File: src/rtl/ptc_pkg.sv
package ptc_pkg;

  typedef enum logic [2:0] {
    CFG_MODEL_SELECT  = 3'd0,
    CFG_SENS          = 3'd1,
    CFG_OFFSET        = 3'd2,
    CFG_SENS_TEMPCO   = 3'd3,
    CFG_OFFSET_TEMPCO = 3'd4,
    CFG_REF_TEMP      = 3'd5,
    CFG_TEMP_COEF     = 3'd6
  } cfg_index_t;

  // Magnitude of the pressure value before the final decimal scaling.
  localparam int MAG_W     = 27;
  // Reciprocal multiply for the decimal scaling: q ~= (m * floor(2^32 / d)) >> 32.
  localparam int RECIP_W   = 29;
  localparam int DIV_SHIFT = 32;
  localparam int QUO_W     = MAG_W + RECIP_W - DIV_SHIFT;
  localparam int REM_W     = 8;
  localparam logic [RECIP_W-1:0] RECIP_TEN     = 29'd429496729;
  localparam logic [RECIP_W-1:0] RECIP_HUNDRED = 29'd42949672;
  localparam logic [6:0]         DIV_TEN       = 7'd10;
  localparam logic [6:0]         DIV_HUNDRED   = 7'd100;

  localparam logic signed [19:0] TEMP_REF      = 20'sd2000;
  localparam logic signed [19:0] TEMP_VERY_LOW = -20'sd1600;
  localparam logic signed [20:0] TEMP_VLOW_OFS = 21'sd1500;

  // Signed division by 2^k that truncates toward zero.
  function automatic logic signed [63:0] sdiv_pow2(input logic signed [63:0] x,
                                                   input logic [5:0] k);
    logic signed [63:0] bias;
    bias = x[63] ? ((64'sd1 <<< k) - 64'sd1) : 64'sd0;
    return (x + bias) >>> k;
  endfunction

endpackage

File: src/rtl/ptc_cdiv.sv
module ptc_cdiv (
  input  logic                      clk,
  input  logic                      en,
  input  logic                      sel_ten,
  input  logic                      neg,
  input  logic [ptc_pkg::MAG_W-1:0] mag,
  output logic signed [31:0]        quo
);
  import ptc_pkg::*;

  logic [MAG_W+RECIP_W-1:0] prod_a;
  logic [MAG_W-1:0]         mag_a;
  logic                     neg_a;
  logic [QUO_W-1:0]         q_b;
  logic [REM_W-1:0]         rem_b;
  logic                     neg_b;

  logic [RECIP_W-1:0]       recip;
  logic [6:0]               dv;
  logic [QUO_W-1:0]         q0;
  logic [QUO_W+6:0]         qd;
  logic [MAG_W-1:0]         rem_full;
  logic [QUO_W-1:0]         q_fix;
  logic [31:0]              q_ext;

  always_comb begin
    recip    = sel_ten ? RECIP_TEN : RECIP_HUNDRED;
    dv       = sel_ten ? DIV_TEN : DIV_HUNDRED;
    q0       = prod_a[MAG_W+RECIP_W-1:DIV_SHIFT];
    qd       = q0 * dv;
    rem_full = mag_a - qd[MAG_W-1:0];
    q_fix    = q_b + QUO_W'(rem_b >= REM_W'(dv));
    q_ext    = 32'(q_fix);
  end

  always_ff @(posedge clk) begin
    if (en) begin
      prod_a <= (MAG_W+RECIP_W)'(mag) * (MAG_W+RECIP_W)'(recip);
      mag_a  <= mag;
      neg_a  <= neg;
      q_b    <= q0;
      rem_b  <= rem_full[REM_W-1:0];
      neg_b  <= neg_a;
      quo    <= neg_b ? -q_ext : q_ext;
    end
  end

endmodule

File: config.mk
export PLATFORM = sky130hd
export DESIGN_NAME = ptc_cdiv
export DESIGN_NICKNAME = d
export VERILOG_FILES = /design/src/rtl/ptc_pkg.sv /design/src/rtl/ptc_cdiv.sv
export SDC_FILE = /design/constraint.sdc
export NUM_CORES = 1
export LEC_CHECK = 0
export BUFFER_PORTS_ARGS = -buffer_cell sky130_fd_sc_hd__buf_4
export CAP_MARGIN = 15
export CORE_MARGIN = 2
export CORE_UTILIZATION = 30
export DETAILED_ROUTE_END_ITERATION = 6
export PLACE_DENSITY_LB_ADDON = 0.2
export REMOVE_ABC_BUFFERS = 1
export SYNTH_ARGS = -nofsm -noshare
export SYNTH_HDL_FRONTEND = slang
export SYNTH_SLANG_ARGS = --single-unit
export TNS_END_PERCENT = 30
File: constraint.sdc
create_clock -name clk -period 7.47 [get_ports clk]
set_clock_uncertainty 0.05 [all_clocks]
set_input_delay 0.3735 -clock clk [delete_from_list [all_inputs] [get_ports clk]]
set_output_delay 0.3735 -clock clk [all_outputs]
set_load 0.02 [all_outputs]
==> impl_results.md <==
* End of the worst register-to-register path: quo[19]
* Post-cts sizing count at 0
* Netlist Area Pre-Place at 0.0211 sq mm
* Post-Synthesis Cells at 2,029
* Met1 Wirelength at 26,900 microns
* Clock Pin Slew Worst Setup and Hold Paths at 0.07 ns
* Total number of yosys warnings at 0
* Fraction of registers with async set or reset after synthesis at 0
* Worst path arrival time at 7.17 ns
* Number of H-tree levels at 3
* IO Count at 63
* Sort of element at the start of the critical path: input port
* Number of hold-repair buffers added at the cts stage at 0
* DP HPWL at 54,000 microns
* Via/cell ratio at 4.31
* Timing-limited maximum frequency at 140 MHz
* Total routed wirelength at 58,200 microns
* Origin of the worst min-delay path: neg
* Met2 Wirelength at 27,600 microns
* DR top layer: met4
* Wire length on met3 at 2540 microns
* CORE AREA at 0.0698 sq mm
* Register area share after synthesis at 0.140
* Max-slew violation count at 0
* Number of setup buffers added after CTS at 0
* Iteration-0 DRC Markers at 588
* Post-synth top area share at 0.407
* Normalized max-slew margin at 0.486
* Crit Path Max Fanout at 21
* Cell taking the most area after synthesis: fa_1
* Clock tree root buffer cell: clkbuf_16
* Worst hold-check path type: in -> reg
* Crit path capture type: flip-flop
* Via count of the first global-routing pass at 15,000
* Period utilisation layout at 0.956
* Number of hold violations in the final report at 0
* Transition time at the pin with the least slew margin at 0.771 ns
* Post-detailed-route wirelength per cell at 18.4 microns
* Minimum clock period at 7.14 ns
* Netlist cell types at 69
* Placer congestion estimate at 0.948
* Die outline height at 269 microns
* Wire length of the first global-routing pass at 89,800 microns
* Hold path endpoint: neg_a
* Total number of clock tree sinks at 98
* Residual DRC at 0
* TritonCTS clock tree: done
* Maximum number of pins on one net before global-route repair at 65
* Commonest register cell after synthesis: edfxtp_1
* Run status: complete, no violations
* Number of standard-cell rows in the floorplan at 97
* Cell count of the worst reg-to-reg path at 20
* Number of stages on the worst hold path at 1
* Setup violation total in the final timing report at 0
* Width of the die at 269 microns
* Avg Synthesized Cell Area at 10.4 sq um
* Crit Path Class: in -> reg
* Area after detailed placement at 0.0234 sq mm
* Number of clock buffers inserted by TritonCTS at 9
* Post-layout nets at 2,967
* Clock latency on the worst-skew pair at 0.34 ns
* Number of nets with antenna violations after routing at 0
* Gr ovfl total at 0
* CP Data Required Time at 7.50 ns
* Count of input and output buffers at 62
* Initial DRT Pass Iterations at 5
* Number of flops mapped to enable cells by yosys at 98
* Overall via count from detail_route at 13,600
* Signed area change from the synthesized netlist to the final layout at 12.8%
* Full die area at 0.0723 sq mm
* Post-layout instance area at 0.0238 sq mm
* Top cells by area, synth: fa_1 (41%), ha_1 (18%), edfxtp_1 (14%)
* Post-synthesis sequential element count at 98
* Number of buffers on the longest clock path at 2
* Combined global-route utilization of all metal layers at 0.169
* Launching point of the worst reg2reg path: rem_b[1]
* Number of maximum-capacitance constraint violations at 0
* Number of antenna violations at the first check in global routing at 1
* Starting Density at 0.302
* RSZ-0062 raised after global routing: false
* Internal reg-to-reg setup slack at 3.23 ns
* Proportion of layout cells with a drive suffix above 1 at 0.0890
[registers in the layout, indices dropped and copies added (netlist names)]
signal / count
quo: 32
mag_a: 8
neg_a: 1
q_b: 24
prod_a: 24
neg_b: 1
rem_b: 8
[logic make-up after synthesis]
family | count (synthesis) | share of synthesized area
compound gates | 162 | 0.0490
xor+xnor | 88 | 0.0366
fa+ha+maj | 727 | 0.584
buf+inv | 665 | 0.121
flops | 98 | 0.140
mux | 5 | 0.00267
other cells | 2 | 0.000357
simple gates | 282 | 0.0665
[cells in the mapped netlist (15+ instances only)]
cell,count
a21oi_1,46
edfxtp_1,98
nor2b_1,19
xnor2_1,64
nor2_1,59
fa_1,428
a21o_1,18
nand2_1,93
o21ai_0,33
nand4_1,15
nand3_1,22
xor2_1,24
ha_1,299
inv_1,634
clkbuf_1,20
[cells in the final DEF, fill, tap and decap left out, drive strengths merged, types with 4 or more instances in the layout]
| cell type | n |
|---|---|
| inv | 637 |
| fa | 428 |
| ha | 299 |
| buf | 154 |
| edfxtp | 98 |
| nand2 | 93 |
| xnor2 | 64 |
| nor2 | 59 |
| conb | 47 |
| a21oi | 46 |
| o21ai | 37 |
| xor2 | 24 |
| nand3 | 23 |
| nor2b | 19 |
| a21o | 18 |
| nand4 | 15 |
| or2 | 14 |
| nor3 | 14 |
| and2 | 12 |
| and3 | 12 |
| a31oi | 10 |
| o21a | 9 |
| clkbuf | 9 |
| a211oi | 8 |
| and4 | 8 |
| o31ai | 5 |
| o21bai | 5 |
| nand2b | 5 |
| a22oi | 4 |
[per-stage QoR]
| stage | util | TNS, ns | cells | worst slack [ns] | hold WS (ns) |
|---|---|---|---|---|---|
| 3_5_place_dp | 0.336 | -0.0268 | 3138 | -0.0268 | 0.355 |
| 4_1_cts | 0.340 | 0 | 3154 | 0.334 | 0.140 |
| 2_1_floorplan | - | 0 | 2044 | 0.437 | 0.350 |
| 3_3_place_gp | 0.336 | 0 | 3138 | 0.0114 | 0.357 |
| 6_report | 0.340 | 0 | 3155 | 0.327 | 0.161 |
| 5_1_grt | 0.340 | 0 | 3154 | 0.0208 | 0.135 |
[routing by layer]
metal / up-vias / global-route usage
met5: - / 0
met4: 0 / 0.0359
met3: 36 / 0.0237
met2: 220 / 0.282
met1: 6827 / 0.233
li1: 6508 / -
[final cells by class]
| type | count | area (sq um) |
|---|---|---|
| Tap cell | 940 | 1180 |
| Timing Repair Buffer | 154 | 1180 |
| Inverter | 635 | 2380 |
| Clock inverter | 7 | 83.8 |
| Clock buffer | 9 | 225 |
| Antenna cell | 1 | 2.50 |
| Fill cell | 7138 | 46000 |
| Sequential cell | 98 | 2940 |
| Multi-Input combinational cell | 1311 | 15800 |
[worst max path at each step]
stage                  from    endpoint  slack (ns)
floorplan           sel_ten  prod_a[55]        0.44
global route        sel_ten  prod_a[50]        0.02
global placement    sel_ten  prod_a[55]        0.01
detailed placement  sel_ten  prod_a[55]       -0.03
finish              sel_ten  prod_a[55]        0.33
CTS                 sel_ten  prod_a[55]        0.33
[worst max-delay path, stage by stage]
cell	delay (ns)
buf_4	0.12
clkinv_1	0.07
buf_12	0.17
nand2_1	0.17
buf_4	0.19
fa_1	0.43
fa_1	0.39
inv_1	0.13
fa_1	0.50
fa_1	0.53
inv_1	0.05
fa_1	0.53
inv_1	0.07
fa_1	0.53
inv_1	0.05
fa_1	0.52
inv_1	0.04
ha_1	0.29
nand4_1	0.14
nor2_1	0.14
nand4_1	0.13
a31oi_1	0.33
o211ai_1	0.17
buf_4	0.18
a21oi_1	0.27
a41o_1	0.26
nor4_1	0.06
a311o_1	0.33
Power is left out: the tool's default activity adds up to more than one toggle a clock period on the data nets, which glitch-free logic cannot reach.
